==> config.mk <==
export PLATFORM = sky130hd
export DESIGN_NAME = bftd_queue
export DESIGN_NICKNAME = d
export VERILOG_FILES = /design/src/rtl/bftd_pkg.sv /design/src/rtl/bftd_queue.sv
export SDC_FILE = /design/constraint.sdc
export NUM_CORES = 1
export LEC_CHECK = 0
export ABC_AREA = 1
export BUFFER_PORTS_ARGS = -buffer_cell sky130_fd_sc_hd__buf_4
export CORE_UTILIZATION = 35
export CTS_CLUSTER_SIZE = 16
export DETAILED_ROUTE_END_ITERATION = 16
export GPL_ROUTABILITY_DRIVEN = 1
export PLACE_DENSITY = 0.68
export REMOVE_ABC_BUFFERS = 1
export SYNTH_ARGS = -nofsm -noshare
export SYNTH_HDL_FRONTEND = slang
export SYNTH_SLANG_ARGS = --single-unit
==> constraint.sdc <==
create_clock -name clk -period 2.07 [get_ports clk]
set_input_delay 0.1035 -clock clk [delete_from_list [all_inputs] [get_ports clk]]
set_output_delay 0.1035 -clock clk [all_outputs]
set_load 0.02 [all_outputs]
==> src/rtl/bftd_pkg.sv <==
package bftd_pkg;

  localparam int TABLE_DEPTH      = 1024;
  localparam int TRACK_LIMIT_BASE = 1000;
  localparam int TRACK_LIMIT      = (TABLE_DEPTH < TRACK_LIMIT_BASE) ? TABLE_DEPTH
                                                                     : TRACK_LIMIT_BASE;
  localparam int MEM_AW           = $clog2(TRACK_LIMIT);
  localparam int FILL_W           = $clog2(TRACK_LIMIT + 1);

  localparam int QUEUE_DEPTH      = 2;
  localparam int QUEUE_AW         = (QUEUE_DEPTH > 1) ? $clog2(QUEUE_DEPTH) : 1;
  localparam int QCNT_W           = $clog2(QUEUE_DEPTH + 1);

  localparam int COORD_W          = 16;
  localparam int CONF_W           = 16;
  localparam int ID_W             = 32;
  localparam int PIX_W            = 11;
  localparam int CNT_W            = 16;
  localparam int GEO_W            = 18;

  localparam int NUM_REGS         = 7;
  localparam int CFG_DW           = 32;
  localparam int CFG_AW           = $clog2(NUM_REGS * 4);
  localparam int REG_IDX_W        = CFG_AW - 2;

  localparam logic [REG_IDX_W-1:0] REG_BORDER   = REG_IDX_W'(0);
  localparam logic [REG_IDX_W-1:0] REG_IMG_W    = REG_IDX_W'(1);
  localparam logic [REG_IDX_W-1:0] REG_IMG_H    = REG_IDX_W'(2);
  localparam logic [REG_IDX_W-1:0] REG_MIN_W    = REG_IDX_W'(3);
  localparam logic [REG_IDX_W-1:0] REG_MIN_H    = REG_IDX_W'(4);
  localparam logic [REG_IDX_W-1:0] REG_SKIP     = REG_IDX_W'(5);
  localparam logic [REG_IDX_W-1:0] REG_MIN_CONF = REG_IDX_W'(6);

  localparam logic [PIX_W-1:0]  RST_BORDER   = PIX_W'(20);
  localparam logic [PIX_W-1:0]  RST_IMG_W    = PIX_W'(1920);
  localparam logic [PIX_W-1:0]  RST_IMG_H    = PIX_W'(1080);
  localparam logic [PIX_W-1:0]  RST_MIN_W    = PIX_W'(100);
  localparam logic [PIX_W-1:0]  RST_MIN_H    = PIX_W'(100);
  localparam logic [CNT_W-1:0]  RST_SKIP     = CNT_W'(5);
  localparam logic [CONF_W-1:0] RST_MIN_CONF = CONF_W'(26214);

  typedef enum logic [1:0] {
    OUT_NEW    = 2'd0,
    OUT_PERIOD = 2'd1,
    OUT_SKIP   = 2'd2,
    OUT_REJECT = 2'd3
  } outcome_t;

  typedef enum logic [1:0] {
    ST_IDLE,
    ST_SEARCH,
    ST_HIT,
    ST_MISS
  } back_state_t;

  typedef struct packed {
    logic [PIX_W-1:0]  border_px;
    logic [PIX_W-1:0]  image_width;
    logic [PIX_W-1:0]  image_height;
    logic [PIX_W-1:0]  min_box_width;
    logic [PIX_W-1:0]  min_box_height;
    logic [CNT_W-1:0]  skip_period;
    logic [CONF_W-1:0] min_confidence;
  } cfg_t;

  typedef struct packed {
    logic            ok;
    logic [ID_W-1:0] id;
  } q_entry_t;

endpackage

==> src/rtl/bftd_queue.sv <==
module bftd_queue (
  input  logic                   clk,
  input  logic                   rst_n,
  input  logic                   push,
  input  bftd_pkg::q_entry_t     push_data,
  output logic                   full,
  input  logic                   pop,
  output bftd_pkg::q_entry_t     pop_data,
  output logic                   empty
);

  bftd_pkg::q_entry_t                 mem_r [bftd_pkg::QUEUE_DEPTH];
  logic [bftd_pkg::QUEUE_AW-1:0]      wr_ptr_r, rd_ptr_r;
  logic [bftd_pkg::QUEUE_AW-1:0]      wr_ptr_nxt, rd_ptr_nxt;
  logic [bftd_pkg::QCNT_W-1:0]        cnt_r;

  assign full     = (cnt_r == bftd_pkg::QCNT_W'(bftd_pkg::QUEUE_DEPTH));
  assign empty    = (cnt_r == '0);
  assign pop_data = mem_r[rd_ptr_r];

  always_comb begin
    wr_ptr_nxt = (wr_ptr_r == bftd_pkg::QUEUE_AW'(bftd_pkg::QUEUE_DEPTH - 1)) ? '0
                                                                             : wr_ptr_r + 1'b1;
    rd_ptr_nxt = (rd_ptr_r == bftd_pkg::QUEUE_AW'(bftd_pkg::QUEUE_DEPTH - 1)) ? '0
                                                                             : rd_ptr_r + 1'b1;
  end

  always_ff @(posedge clk) begin
    if (!rst_n) begin
      wr_ptr_r <= '0;
      rd_ptr_r <= '0;
      cnt_r    <= '0;
    end else begin
      if (push) wr_ptr_r <= wr_ptr_nxt;
      if (pop)  rd_ptr_r <= rd_ptr_nxt;
      if (push && !pop)      cnt_r <= cnt_r + 1'b1;
      else if (pop && !push) cnt_r <= cnt_r - 1'b1;
    end
  end

  always_ff @(posedge clk) begin
    if (push) mem_r[wr_ptr_r] <= push_data;
  end

endmodule

==> metrics <==
status completed; most used cell, CP buf_4; Clk network pwr share between 30 and 40%; FF-to-FF setup slack between 0.7 and 0.8 ns; Ys Warns 0; Hold Fails Final Rpt 0; first-pass GRT wire length slightly above 7000 um; Seq/Total Area, Yosys 75.3%; Max clock buf depth 2; maximum clock frequency slightly above 600 MHz; total number of vias around 1.5k; Leak ~1.6 nW; vias in the first global route around 1.6k; placed insts between 300 and 400; Combinational Power Share ~15%; Flop pwr share around half; Clk Latency, worst-skew pair between 0.3 and 0.4 ns; Congestion Overflow GR 0; depth of the CTS H-tree 3; final setup vio count 0; final period utilization around 78%; Critical Path RT slightly below 2 ns; Root Buffer clkbuf_8; layout cells sized above 1 48.6%; PD cells ~840 nW/um2; CTS buffer count 9; Worst-path clk slew approximately 0.070 ns; cell-internal power approximately 2.6 mW; CP max FO 20; port buffer count 71; Post-Layout Cell Count roughly 360; Tightest Pin Transition around 0.47 ns; std cell rows 32; initial antenna violation count 0; per-cell routed wire length 12.4 um; WHS Endpoint wr_ptr_r$_SDFFE_PN0P_; normalized max-slew margin 68.4%; crit-path max cell delay between 0.3 and 0.4 ns; slowest CP cell mux2_4; nets@finish 292; # IOs roughly 70; reg2reg path depth 2; largest net degree at the start of global routing 21; CP endpoint kind output pin; Core ar. 7690 um2; synth unique cells 14; # diodes 0; Starting DRT DRC Count 20; Worst Hold Launch push; post-route ant nets 0; clk sink count 71; CTS tree built; Layout Skew between 0.004 and 0.005 ns; CP Launch Type register; max cap viols 0; Net Switching approximately 0.73 mW; WHS about 0.022 ns; final worst path period need ~1.6 ns; 1st-pass router iterations 4; top post-synthesis cells by area edfxtp_1, mux2_4, dfxtp_1, buf_12, nor2_1; Die X-Extent between 90 and 100 um; die area 8260 um2; Vias/cell around 4.2; drt total wl 4490 um; Hold Path Class primary input to register; HPWL Detailed between 2000 and 3000 um; Worst R2R Start wr_ptr_r$_SDFFE_PN0P_; RR Endpoint mem_r[0][28]$_DFFE_PP_; Sw Share between 20% and 30%; crit-path cells buf_4 -> mux2_4 -> buf_4; top cell type by total area after synthesis edfxtp_1; Buffers & Inverters on Critical Path 2; Seq cells post-synth 71; WP data arrival about 1.5 ns; synthesized area ~2800 um2; Initial Utilization between 30% and 40%; Max Slew Vio Count 0; hold path cells 3; delay-heaviest family, CP buffers and inverters; cts repair resizes 0; gr usage total between 10% and 20%; post-synth top area share a little under three quarters; Setup Crit Path Kind register to output pin; synthesis-to-finish area growth 43.0%; syn avg cell area about 20 um2; Placer Congestion 0.703; Die Height between 90 and 100 um; Remaining DRCs 0; RSZ-0062 raised after global routing no; Synth Instances ~140; VDD IR max ~0.45 mV
==> final cells by class <==
cell class	count	area (um2)
flip-flops and latches	71	2080
repair buffers	109	913
clock inverters	7	87.6
well taps	102	128
inverters	8	30.0
clock buffers	9	124
fillers	656	3730
multi-input cells	55	589
==> placed cells by master, fill, tap and decap left out, types with 2 or more instances in the layout <==
master | synthesis | routed
clkinv_2 | 0 | 3
clkbuf_8 | 0 | 9
bufinv_16 | 0 | 2
mux2_2 | 3 | 3
nor2_1 | 9 | 8
mux2_4 | 30 | 30
dlygate4sd3_1 | 0 | 33
dfxtp_1 | 5 | 4
buf_4 | 0 | 75
nand2_1 | 8 | 8
edfxtp_1 | 66 | 66
inv_1 | 8 | 8
==> sequential cells by signal, indices dropped and copies added (netlist names), named ones only <==
register	cells
wr_ptr_r	1
cnt_r	2
mem_r	66
rd_ptr_r	1
==> per-layer routing <==
layer  share of wire, %  global-route usage, %  wire length (um)
met3                6.2                   4.04               277
met2                 52                   20.6              2320
met1                 40                   12.1              1800
met4                2.0                   6.75                92
met5                  0                      0                 0
==> cells in the mapped netlist <==
library cell  number
nand3_1            1
buf_12             3
o21ai_0            1
nand4_1            1
a21oi_1            1
nand2_1            8
mux2_2             3
inv_1              8
buf_6              1
dfxtp_1            5
edfxtp_1          66
ha_1               1
mux2_4            30
nor2_1             9
==> per-stage QoR <==
step | instance area [um2] | power [mW] | util [%] | worst slack, ns | setup TNS, ns
after floorplan | 2690 | 1.96 | - | -0.0717 | -2.36
after global placement | 3410 | 2.15 | 44.4 | 0.773 | 0
after detailed placement | 3410 | 2.16 | 44.4 | 0.763 | 0
after CTS | 3960 | 3.37 | 51.4 | 0.425 | 0
after global routing | 3960 | 3.46 | 51.4 | 0.396 | 0
final | 3960 | 3.32 | 51.4 | 0.460 | 0
==> worst reg2reg max path: stages (launching register included) <==
cell and delay, ns:
dfxtp_1 0.35, nor2_4 0.41, buf_12 0.23
==> power by group through the flow <==
stage	combinational, mW	clock (mW)	sequential [mW]
floorplan	0.240	0	1.72
global placement	0.447	0	1.71
detailed placement	0.454	0	1.71
CTS	0.505	1.19	1.68
global route	0.530	1.25	1.68
finish	0.497	1.15	1.68
==> cells by family after synthesis <==
kind of cell	Yosys count	synth area share [%]
AO/OA/AOI/OAI	2	0.362
AND/OR/NAND/NOR	19	2.71
adder cells (fa/ha/maj)	1	0.452
multiplexers	33	17.5
buffers and inverters	12	3.67
flip-flops	71	75.3
==> worst max path at each step <==
stage / to / slack (ns) / cells past startpoint
after global routing: pop_data[16] / 0.40 / 3
after floorplan: mem_r[0][0]$_DFFE_PP_ / -0.07 / 1
after CTS: pop_data[21] / 0.42 / 3
after global placement: mem_r[0][28]$_DFFE_PP_ / 0.77 / 2
final: pop_data[16] / 0.46 / 3
after detailed placement: mem_r[0][32]$_DFFE_PP_ / 0.76 / 2
==> what timing repair did <==
action	CTS	global route
hold buffers	33	0
hold endpoints to repair	66	0
setup buffers	0	0
Note: power is estimated with default switching activity, not from simulation.
