<file path="config.mk">
export PLATFORM = sky130hd
export DESIGN_NAME = bftd_front_flat
export DESIGN_NICKNAME = d
export VERILOG_FILES = /design/src/rtl/bftd_pkg.sv /design/src/rtl/bftd_box_if.sv /design/src/rtl/bftd_front.sv /design/src/flat_wrapper.sv
export SDC_FILE = /design/constraint.sdc
export NUM_CORES = 1
export LEC_CHECK = 0
export ABC_CLOCK_PERIOD_IN_PS = 5800
export BUFFER_PORTS_ARGS = -buffer_cell sky130_fd_sc_hd__buf_2
export CORE_MARGIN = 2
export CORE_UTILIZATION = 49
export DETAILED_ROUTE_END_ITERATION = 10
export PLACE_DENSITY = 0.84
export SLEW_MARGIN = 10
export SYNTH_ARGS = -nofsm -noshare
export SYNTH_HDL_FRONTEND = slang
export SYNTH_SLANG_ARGS = --single-unit
</file>
<file path="constraint.sdc">
create_clock -name vclk -period 5.8
set_clock_uncertainty 0.05 [all_clocks]
set_input_delay 0.58 -clock vclk [all_inputs]
set_output_delay 0.58 -clock vclk [all_outputs]
set_load 0.02 [all_outputs]
</file>
<file path="src/rtl/bftd_pkg.sv">
package bftd_pkg;

  localparam int TABLE_DEPTH      = 1024;
  localparam int TRACK_LIMIT_BASE = 1000;
  localparam int TRACK_LIMIT      = (TABLE_DEPTH < TRACK_LIMIT_BASE) ? TABLE_DEPTH
                                                                     : TRACK_LIMIT_BASE;
  localparam int MEM_AW           = $clog2(TRACK_LIMIT);
  localparam int FILL_W           = $clog2(TRACK_LIMIT + 1);

  localparam int QUEUE_DEPTH      = 2;
  localparam int QUEUE_AW         = (QUEUE_DEPTH > 1) ? $clog2(QUEUE_DEPTH) : 1;
  localparam int QCNT_W           = $clog2(QUEUE_DEPTH + 1);

  localparam int COORD_W          = 16;
  localparam int CONF_W           = 16;
  localparam int ID_W             = 32;
  localparam int PIX_W            = 11;
  localparam int CNT_W            = 16;
  localparam int GEO_W            = 18;

  localparam int NUM_REGS         = 7;
  localparam int CFG_DW           = 32;
  localparam int CFG_AW           = $clog2(NUM_REGS * 4);
  localparam int REG_IDX_W        = CFG_AW - 2;

  localparam logic [REG_IDX_W-1:0] REG_BORDER   = REG_IDX_W'(0);
  localparam logic [REG_IDX_W-1:0] REG_IMG_W    = REG_IDX_W'(1);
  localparam logic [REG_IDX_W-1:0] REG_IMG_H    = REG_IDX_W'(2);
  localparam logic [REG_IDX_W-1:0] REG_MIN_W    = REG_IDX_W'(3);
  localparam logic [REG_IDX_W-1:0] REG_MIN_H    = REG_IDX_W'(4);
  localparam logic [REG_IDX_W-1:0] REG_SKIP     = REG_IDX_W'(5);
  localparam logic [REG_IDX_W-1:0] REG_MIN_CONF = REG_IDX_W'(6);

  localparam logic [PIX_W-1:0]  RST_BORDER   = PIX_W'(20);
  localparam logic [PIX_W-1:0]  RST_IMG_W    = PIX_W'(1920);
  localparam logic [PIX_W-1:0]  RST_IMG_H    = PIX_W'(1080);
  localparam logic [PIX_W-1:0]  RST_MIN_W    = PIX_W'(100);
  localparam logic [PIX_W-1:0]  RST_MIN_H    = PIX_W'(100);
  localparam logic [CNT_W-1:0]  RST_SKIP     = CNT_W'(5);
  localparam logic [CONF_W-1:0] RST_MIN_CONF = CONF_W'(26214);

  typedef enum logic [1:0] {
    OUT_NEW    = 2'd0,
    OUT_PERIOD = 2'd1,
    OUT_SKIP   = 2'd2,
    OUT_REJECT = 2'd3
  } outcome_t;

  typedef enum logic [1:0] {
    ST_IDLE,
    ST_SEARCH,
    ST_HIT,
    ST_MISS
  } back_state_t;

  typedef struct packed {
    logic [PIX_W-1:0]  border_px;
    logic [PIX_W-1:0]  image_width;
    logic [PIX_W-1:0]  image_height;
    logic [PIX_W-1:0]  min_box_width;
    logic [PIX_W-1:0]  min_box_height;
    logic [CNT_W-1:0]  skip_period;
    logic [CONF_W-1:0] min_confidence;
  } cfg_t;

  typedef struct packed {
    logic            ok;
    logic [ID_W-1:0] id;
  } q_entry_t;

endpackage

</file>
<file path="src/rtl/bftd_box_if.sv">
interface bftd_box_if;
  logic                                 valid;
  logic                                 ready;
  logic signed [bftd_pkg::COORD_W-1:0]  left_x;
  logic signed [bftd_pkg::COORD_W-1:0]  top_y;
  logic signed [bftd_pkg::COORD_W-1:0]  right_x;
  logic signed [bftd_pkg::COORD_W-1:0]  bottom_y;
  logic        [bftd_pkg::CONF_W-1:0]   confidence;
  logic        [bftd_pkg::ID_W-1:0]     track_id;

  modport source (
    output valid, left_x, top_y, right_x, bottom_y, confidence, track_id,
    input  ready
  );
  modport sink (
    input  valid, left_x, top_y, right_x, bottom_y, confidence, track_id,
    output ready
  );
endinterface

</file>
<file path="src/rtl/bftd_front.sv">
module bftd_front (
  bftd_box_if.sink               box,
  input  bftd_pkg::cfg_t         cfg,
  input  logic                   q_full,
  output logic                   push,
  output bftd_pkg::q_entry_t     push_data
);

  logic signed [bftd_pkg::GEO_W-1:0] lx, ty, rx, by;
  logic signed [bftd_pkg::GEO_W-1:0] b_lim, w_lim, h_lim, min_w, min_h;
  logic signed [bftd_pkg::GEO_W-1:0] box_w, box_h;
  logic                              geo_ok;

  // All limits in Q12.4, 18-bit signed covers every combination.
  always_comb begin
    lx    = bftd_pkg::GEO_W'(box.left_x);
    ty    = bftd_pkg::GEO_W'(box.top_y);
    rx    = bftd_pkg::GEO_W'(box.right_x);
    by    = bftd_pkg::GEO_W'(box.bottom_y);
    b_lim = $signed({3'b000, cfg.border_px, 4'b0000});
    w_lim = ($signed({7'b0, cfg.image_width}) - $signed({7'b0, cfg.border_px})) <<< 4;
    h_lim = ($signed({7'b0, cfg.image_height}) - $signed({7'b0, cfg.border_px})) <<< 4;
    min_w = $signed({3'b000, cfg.min_box_width, 4'b0000});
    min_h = $signed({3'b000, cfg.min_box_height, 4'b0000});
    box_w = rx - lx;
    box_h = by - ty;
    geo_ok = (lx > b_lim) && (ty > b_lim) && (rx < w_lim) && (by < h_lim) &&
             (box_h > min_h) && (box_w > min_w) &&
             (box.confidence >= cfg.min_confidence);
  end

  assign box.ready    = !q_full;
  assign push         = box.valid && !q_full;
  assign push_data.ok = geo_ok;
  assign push_data.id = box.track_id;

endmodule

</file>
<file path="src/flat_wrapper.sv">
// flat-port wrapper written by rule: the top's interface ports become plain ports
module bftd_front_flat 
  (cfg, q_full, push, push_data, box_valid, box_left_x, box_top_y, box_right_x, box_bottom_y, box_confidence, box_track_id, box_ready);
  bftd_box_if box_i ();
  input  bftd_pkg::cfg_t cfg;
  input  logic q_full;
  output logic push;
  output bftd_pkg::q_entry_t push_data;
  input wire logic [$bits(box_i.valid)-1:0] box_valid;
  input wire logic [$bits(box_i.left_x)-1:0] box_left_x;
  input wire logic [$bits(box_i.top_y)-1:0] box_top_y;
  input wire logic [$bits(box_i.right_x)-1:0] box_right_x;
  input wire logic [$bits(box_i.bottom_y)-1:0] box_bottom_y;
  input wire logic [$bits(box_i.confidence)-1:0] box_confidence;
  input wire logic [$bits(box_i.track_id)-1:0] box_track_id;
  output wire logic [$bits(box_i.ready)-1:0] box_ready;
  assign box_i.valid = box_valid;
  assign box_i.left_x = box_left_x;
  assign box_i.top_y = box_top_y;
  assign box_i.right_x = box_right_x;
  assign box_i.bottom_y = box_bottom_y;
  assign box_i.confidence = box_confidence;
  assign box_i.track_id = box_track_id;
  assign box_ready = box_i.ready;
  bftd_front u_core (.box(box_i), .cfg(cfg), .q_full(q_full), .push(push), .push_data(push_data));
endmodule
</file>
==> flow_metrics.env, run 1 <==
export IMPL_status="completed"
export IMPL_cts_hold_fix_buffers=0
export IMPL_insertedDiodeCount=0
export IMPL_via_count=4639
export IMPL_hp_start="box_track_id[30]"
export IMPL_fill_cells=882
export IMPL_ys_types=55
export IMPL_period_share_pct=87.57
export IMPL_grt_ovfl_total=0
export IMPL_die_area_um2=10100
export IMPL_synth_largest_area_cell="ha_1"
export IMPL_multi_input_area_um2=3939
export IMPL_syn_num_nets=947
export IMPL_crit_arrival_ns=4.45
export IMPL_cp_num_cells=21
export IMPL_grt_total_usage_pct=23.41
export IMPL_crit_type="in -> out"
export IMPL_path_cells="buf_2 > ha_1 > inv_1 > fa_1 > a21o_1 > a21oi_1 > o21bai_1 > a21oi_1 > o21ai_0 > a21o_1 > a21oi_1 > xor2_1 > ha_1 > nand2_1 > nor4_1 > o31ai_1 > o2111ai_1 > a221oi_1 > o2111ai_1 > nor4_2 > buf_2"
export IMPL_crit_path_max_incr_delay_ns=0.40
export IMPL_ant_nets=0
export IMPL_vdd_drop_max_mv=0.06411
export IMPL_start_util_pct=49.84
export IMPL_hold_viol=0
export IMPL_clkbuf_count=0
export IMPL_netlist_area_leader_share_pct=37.30
export IMPL_crit_fanout=4
export IMPL_p_per_area_nw_per_um2=105.7
export IMPL_vias_per_cell=5.523
export IMPL_initialDrtViolationCount=93
export IMPL_setup_violations_final=0
export IMPL_cts_resized=0
export IMPL_maxSlewViolCount=0
export IMPL_hold_path_endpoint="push_data[30]"
export IMPL_maxSlewHeadroom_pct=65.26
export IMPL_wirelength_um=11850
export IMPL_critPathSlowestCell="fa_1"
export IMPL_cp_end_kind="output pin"
export IMPL_tns_ns=0
export IMPL_grt_pass1_wl_um=19680
export IMPL_seq_cells=0
export IMPL_dp_hpwl_um=10820
export IMPL_ys_seq_area_share_pct=0
export IMPL_layout_area_seq_um2=0
export IMPL_whs_ns=1.110
export IMPL_hold_class="in -> out"
export IMPL_required_ns=5.17
export IMPL_cpLargestDelayFamily="compound AO/OA/AOI/OAI gates"
export IMPL_grt_pass1_vias=4532
export IMPL_p_leak_nw=2.975
export IMPL_crit_top_cell="a21oi_1"
export IMPL_postCtsSetupBuffers=0
export IMPL_grt_max_degree=7
export IMPL_antenna_found_initial=0
export IMPL_final_cell_mix="buf_2, ha_1, inv_1"
export IMPL_synthCells=606
export IMPL_final_common_cell="buf_2"
export IMPL_yosys_warnings=0
export IMPL_drcViolationCount=0
export IMPL_drive_above_1_share_pct=23.59
export IMPL_drv_cap=0
export IMPL_tightest_slew_ns=0.5080
export IMPL_hold_depth=0
export IMPL_dieHeight_um=100.5
export IMPL_syn2layout_area_growth_pct=14.73
export IMPL_avgSynthCellArea_um2=7.528
export IMPL_gp_congestion=0.9012
export IMPL_synth_area_leaders="ha_1, inv_1, xnor2_1"
export IMPL_start_kind="input pin"
export IMPL_grt_setup_unrepaired="no"
export IMPL_die_w_um=100.5
export IMPL_drtPass1Iterations=4
export IMPL_portBuffers=156
export IMPL_netlist_area_um2=4562
export IMPL_rows=35
export IMPL_min_period_ns=5.079
export IMPL_wire_per_inst_um=14.10
export IMPL_pin_count=236
export IMPL_nets=1072
export IMPL_cp_num_buf_inv=3
export IMPL_clock_fmax_mhz=196.9
export IMPL_core_um2=9153
[cell type report]
cell class / instances / area share (%)
Inverter: 100 / 7.172
Multi-Input combinational cell: 473 / 75.26
Tap cell: 111 / 2.654
Timing Repair Buffer: 156 / 14.92
[how the worst max path moves through the flow]
| stage | slack (ns) | end | startpoint |
|---|---|---|---|
| 3_5_place_dp | 0.74 | push_data[32] | cfg[76] |
| 6_report | 0.72 | push_data[32] | cfg[76] |
| 5_1_grt | 0.27 | push_data[32] | cfg[77] |
| 4_1_cts | 0.75 | push_data[32] | cfg[76] |
| 3_3_place_gp | 0.80 | push_data[32] | cfg[76] |
| 2_1_floorplan | 1.28 | push_data[32] | cfg[54] |
[cell families (layout without fill, tap and decap cells)]
logic type               count (synthesis)  after routing  share of synthesized area, %
AO/OA/AOI/OAI                          159            159                         23.70
XOR/XNOR                                41             41                         7.872
adder cells (fa/ha/maj)                140            140                         39.06
buffers and inverters                  133            256                         13.66
multiplexers                             1              1                        0.2194
AND/OR/NAND/NOR                        132            132                         15.50
[cell usage after synthesis (5+ instances only)]
master and number:
nand4_1 11, nor2_1 23, a21oi_1 40, o21a_1 12, o2111ai_1 5, inv_1 100
a31oi_1 10, o21ai_0 27, buf_4 33, nor3_1 13, nand3_1 11, nand2b_1 14
nor2b_1 12, nor4_1 5, a21o_1 17, nand2_1 21, xor2_1 9, a211oi_1 7
ha_1 136, o21bai_1 5, xnor2_1 32, o211ai_1 7
[layer usage]
layer  vias to the layer above  GRT usage (%)  part of all wire [%]
li1                       2396              -                     -
met4                         0          4.320                   2.2
met5                         -              0                     0
met2                       143          43.93                    48
met1                      2074          29.45                    44
met3                        26          1.595                   5.9
[stage by stage]
step	area (µm²)	utilization, %	cells	power, mW	worst slack, ns
2_1_floorplan	4562	-	606	0.4242	1.282
3_5_place_dp	5234	57.18	840	0.5474	0.7424
6_report	5234	57.18	840	0.5530	0.7207
4_1_cts	5234	57.18	840	0.5512	0.7457
3_3_place_gp	5234	57.18	840	0.5357	0.7980
5_1_grt	5234	57.18	840	0.6328	0.2696
[power breakdown]
group	total (mW)	switching [mW]	leakage, nW	internal [mW]
registers	0	0	0	0
clock network	0	0	0	0
logic	0.553	0.291	2.98	0.262
(Power assumes the default switching activity.)
==> inputs of run 2 (changes only) <==
- ABC_AREA: default -> 1
- BUFFER_PORTS_ARGS: -buffer_cell sky130_fd_sc_hd__buf_2 -> default
- CORE_UTILIZATION: 49 -> 60
- DONT_BUFFER_PORTS: default -> 1
- PLACE_DENSITY: 0.84 -> 0.74
- REMOVE_ABC_BUFFERS: default -> 1
==> run 2 against run 1 <==
Via count decreased by 0.41%. Total power decreased by 5.7%. Sequential share of layout area unchanged. Critical path type unchanged.
==> flow_metrics.env, run 2 <==
export IMPL_status="completed"
export IMPL_avgSynthCellArea_um2=6.280
export IMPL_synth_mux_area_share_pct=0
export IMPL_seq_cells=0
export IMPL_netlist_area_um2=4842
export IMPL_hold_class="in -> out"
export IMPL_wirelength_um=13070
export IMPL_drive_above_1_share_pct=1.762
export IMPL_p_leak_nw=2.891
export IMPL_start_util_pct=62.34
export IMPL_grt_ovfl_total=0
export IMPL_hold_depth=0
export IMPL_drcViolationCount=0
export IMPL_syn2layout_area_growth_pct=-2.481
export IMPL_gp_congestion=0.9431
export IMPL_grt_pass1_wl_um=20230
export IMPL_cts_hold_fix_buffers=0
export IMPL_insertedDiodeCount=0
export IMPL_fill_cells=770
export IMPL_vias_per_cell=5.500
export IMPL_rows=32
export IMPL_cts_resized=0
export IMPL_initialDrtViolationCount=213
export IMPL_synth_simple_area_share_pct=22.71
export IMPL_crit_path_max_incr_delay_ns=0.36
export IMPL_synth_top_family_by_area="adder cells"
export IMPL_via_count=4620
export IMPL_drv_cap=0
export IMPL_ant_nets=0
export IMPL_yosys_warnings=0
export IMPL_cp_end_kind="output pin"
export IMPL_crit_type="in -> out"
export IMPL_grt_total_usage_pct=28.66
export IMPL_portBuffers=0
export IMPL_netlist_area_leader_share_pct=35.14
export IMPL_min_period_ns=4.299
export IMPL_start_kind="input pin"
export IMPL_dpl_cell_area_um2=4722
export IMPL_hold_path_endpoint="push_data[19]"
export IMPL_synth_compound_area_share_pct=15.19
export IMPL_critPathSlowestCell="ha_1"
export IMPL_final_common_cell="nand2_1"
export IMPL_nets=1081
export IMPL_synth_largest_area_cell="ha_1"
export IMPL_required_ns=5.17
export IMPL_maxSlewViolCount=0
export IMPL_cp_num_buf_inv=1
export IMPL_synth_area_leaders="ha_1, nand2_1, inv_1"
export IMPL_p_per_area_nw_per_um2=110.4
export IMPL_tightest_slew_ns=0.4171
export IMPL_core_um2=7767
export IMPL_hold_viol=0
export IMPL_period_share_pct=74.13
export IMPL_layout_area_seq_um2=0
export IMPL_cpLargestDelayFamily="compound AO/OA/AOI/OAI gates"
export IMPL_startpoint="cfg[78]"
export IMPL_ys_seq_area_share_pct=0
export IMPL_clkbuf_count=0
export IMPL_yosys_area_share_adder_pct=36.80
export IMPL_crit_arrival_ns=3.67
export IMPL_grt_max_degree=7
export IMPL_postCtsSetupBuffers=0
export IMPL_grt_pass1_vias=4432
export IMPL_dieHeight_um=93.84
export IMPL_vdd_drop_max_mv=0.04576
export IMPL_path_cells="inv_1 > ha_1 > a21oi_1 > o21ai_0 > a21oi_1 > o21ai_1 > a21oi_1 > o21bai_1 > nand2_1 > nand2_1 > ha_1 > a21oi_1 > o21ai_0 > nor2_1 > nand3_1 > nand2_1 > nand2_1 > nor2_2 > nand3_1 > nor2_1"
export IMPL_grt_setup_unrepaired="no"
export IMPL_ys_types=34
export IMPL_yosys_area_share_xor_xnor_pct=7.778
export IMPL_hp_start="box_track_id[19]"
export IMPL_synthCells=771
export IMPL_setup_violations_final=0
export IMPL_dp_hpwl_um=12140
export IMPL_final_cell_mix="nand2_1, inv_1, ha_1"
export IMPL_drtPass1Iterations=6
export IMPL_die_area_um2=8805
export IMPL_tns_ns=0
export IMPL_maxSlewHeadroom_pct=72.09
export IMPL_synthTopCellsByCount="nand2_1, inv_1, ha_1, a21oi_1, buf_4"
export IMPL_wire_per_inst_um=15.56
export IMPL_yosysMostFrequentCell="nand2_1"
export IMPL_clock_fmax_mhz=232.6
export IMPL_pin_count=236
export IMPL_fin_area_um2=4722
export IMPL_die_w_um=93.84
export IMPL_crit_fanout=5
export IMPL_antenna_found_initial=0
-- run 2: cell count changes after synthesis, sizes merged, moves of 9 or more --
cell	delta
nand2	+152
inv	+60
a21oi	+39
nand3	+22
xor2	+17
xnor2	-15
nand2b	-14
a21o	-12
nor2b	-12
o21a	-9
-- run 2: logic make-up after synthesis --
logic type               after synthesis
AND/OR/NAND/NOR                      264
buffers and inverters                193
adder cells (fa/ha/maj)              140
AO/OA/AOI/OAI                        131
XOR/XNOR                              43
-- run 2: through the flow --
stage	power, mW	hold slack, ns	worst slack, ns	std cells	util (%)
5_1_grt	0.6050	1.110	1.204	840	60.79
2_1_floorplan	0.4122	1.110	2.023	738	-
3_3_place_gp	0.4915	1.110	1.583	840	60.79
6_report	0.5214	1.110	1.501	840	60.79
3_5_place_dp	0.5147	1.110	1.541	840	60.79
4_1_cts	0.5183	1.110	1.527	840	60.79
-- run 2: area by class of cell --
cell class | count | area (µm²) | share of cell area (%)
inverters | 160 | 600.6 | 12.72
multi-input cells | 578 | 3994 | 84.58
well taps | 102 | 127.6 | 2.703
-- run 2: report_power, final --
group	internal, mW	switching [mW]	total, mW	leakage [nW]
clock network	0	0	0	0
logic	0.216	0.305	0.521	2.89
registers	0	0	0	0
total	0.216	0.305	0.521	2.89
-- run 2: how the worst max path moves through the flow --
stage,cells past startpoint,to
finish,20,push_data[32]
global route,20,push_data[32]
CTS,20,push_data[32]
detailed placement,20,push_data[32]
global placement,20,push_data[32]
floorplan,20,push_data[32]
-- run 2: routing by layer --
metal	vias to the layer above	global-route usage (%)	part of all wire, %
met5	-	5.769	0.46
met4	2	0.2415	0.092
met3	8	13.40	14
met2	226	43.87	40
met1	1964	38.58	46
li1	2420	-	-
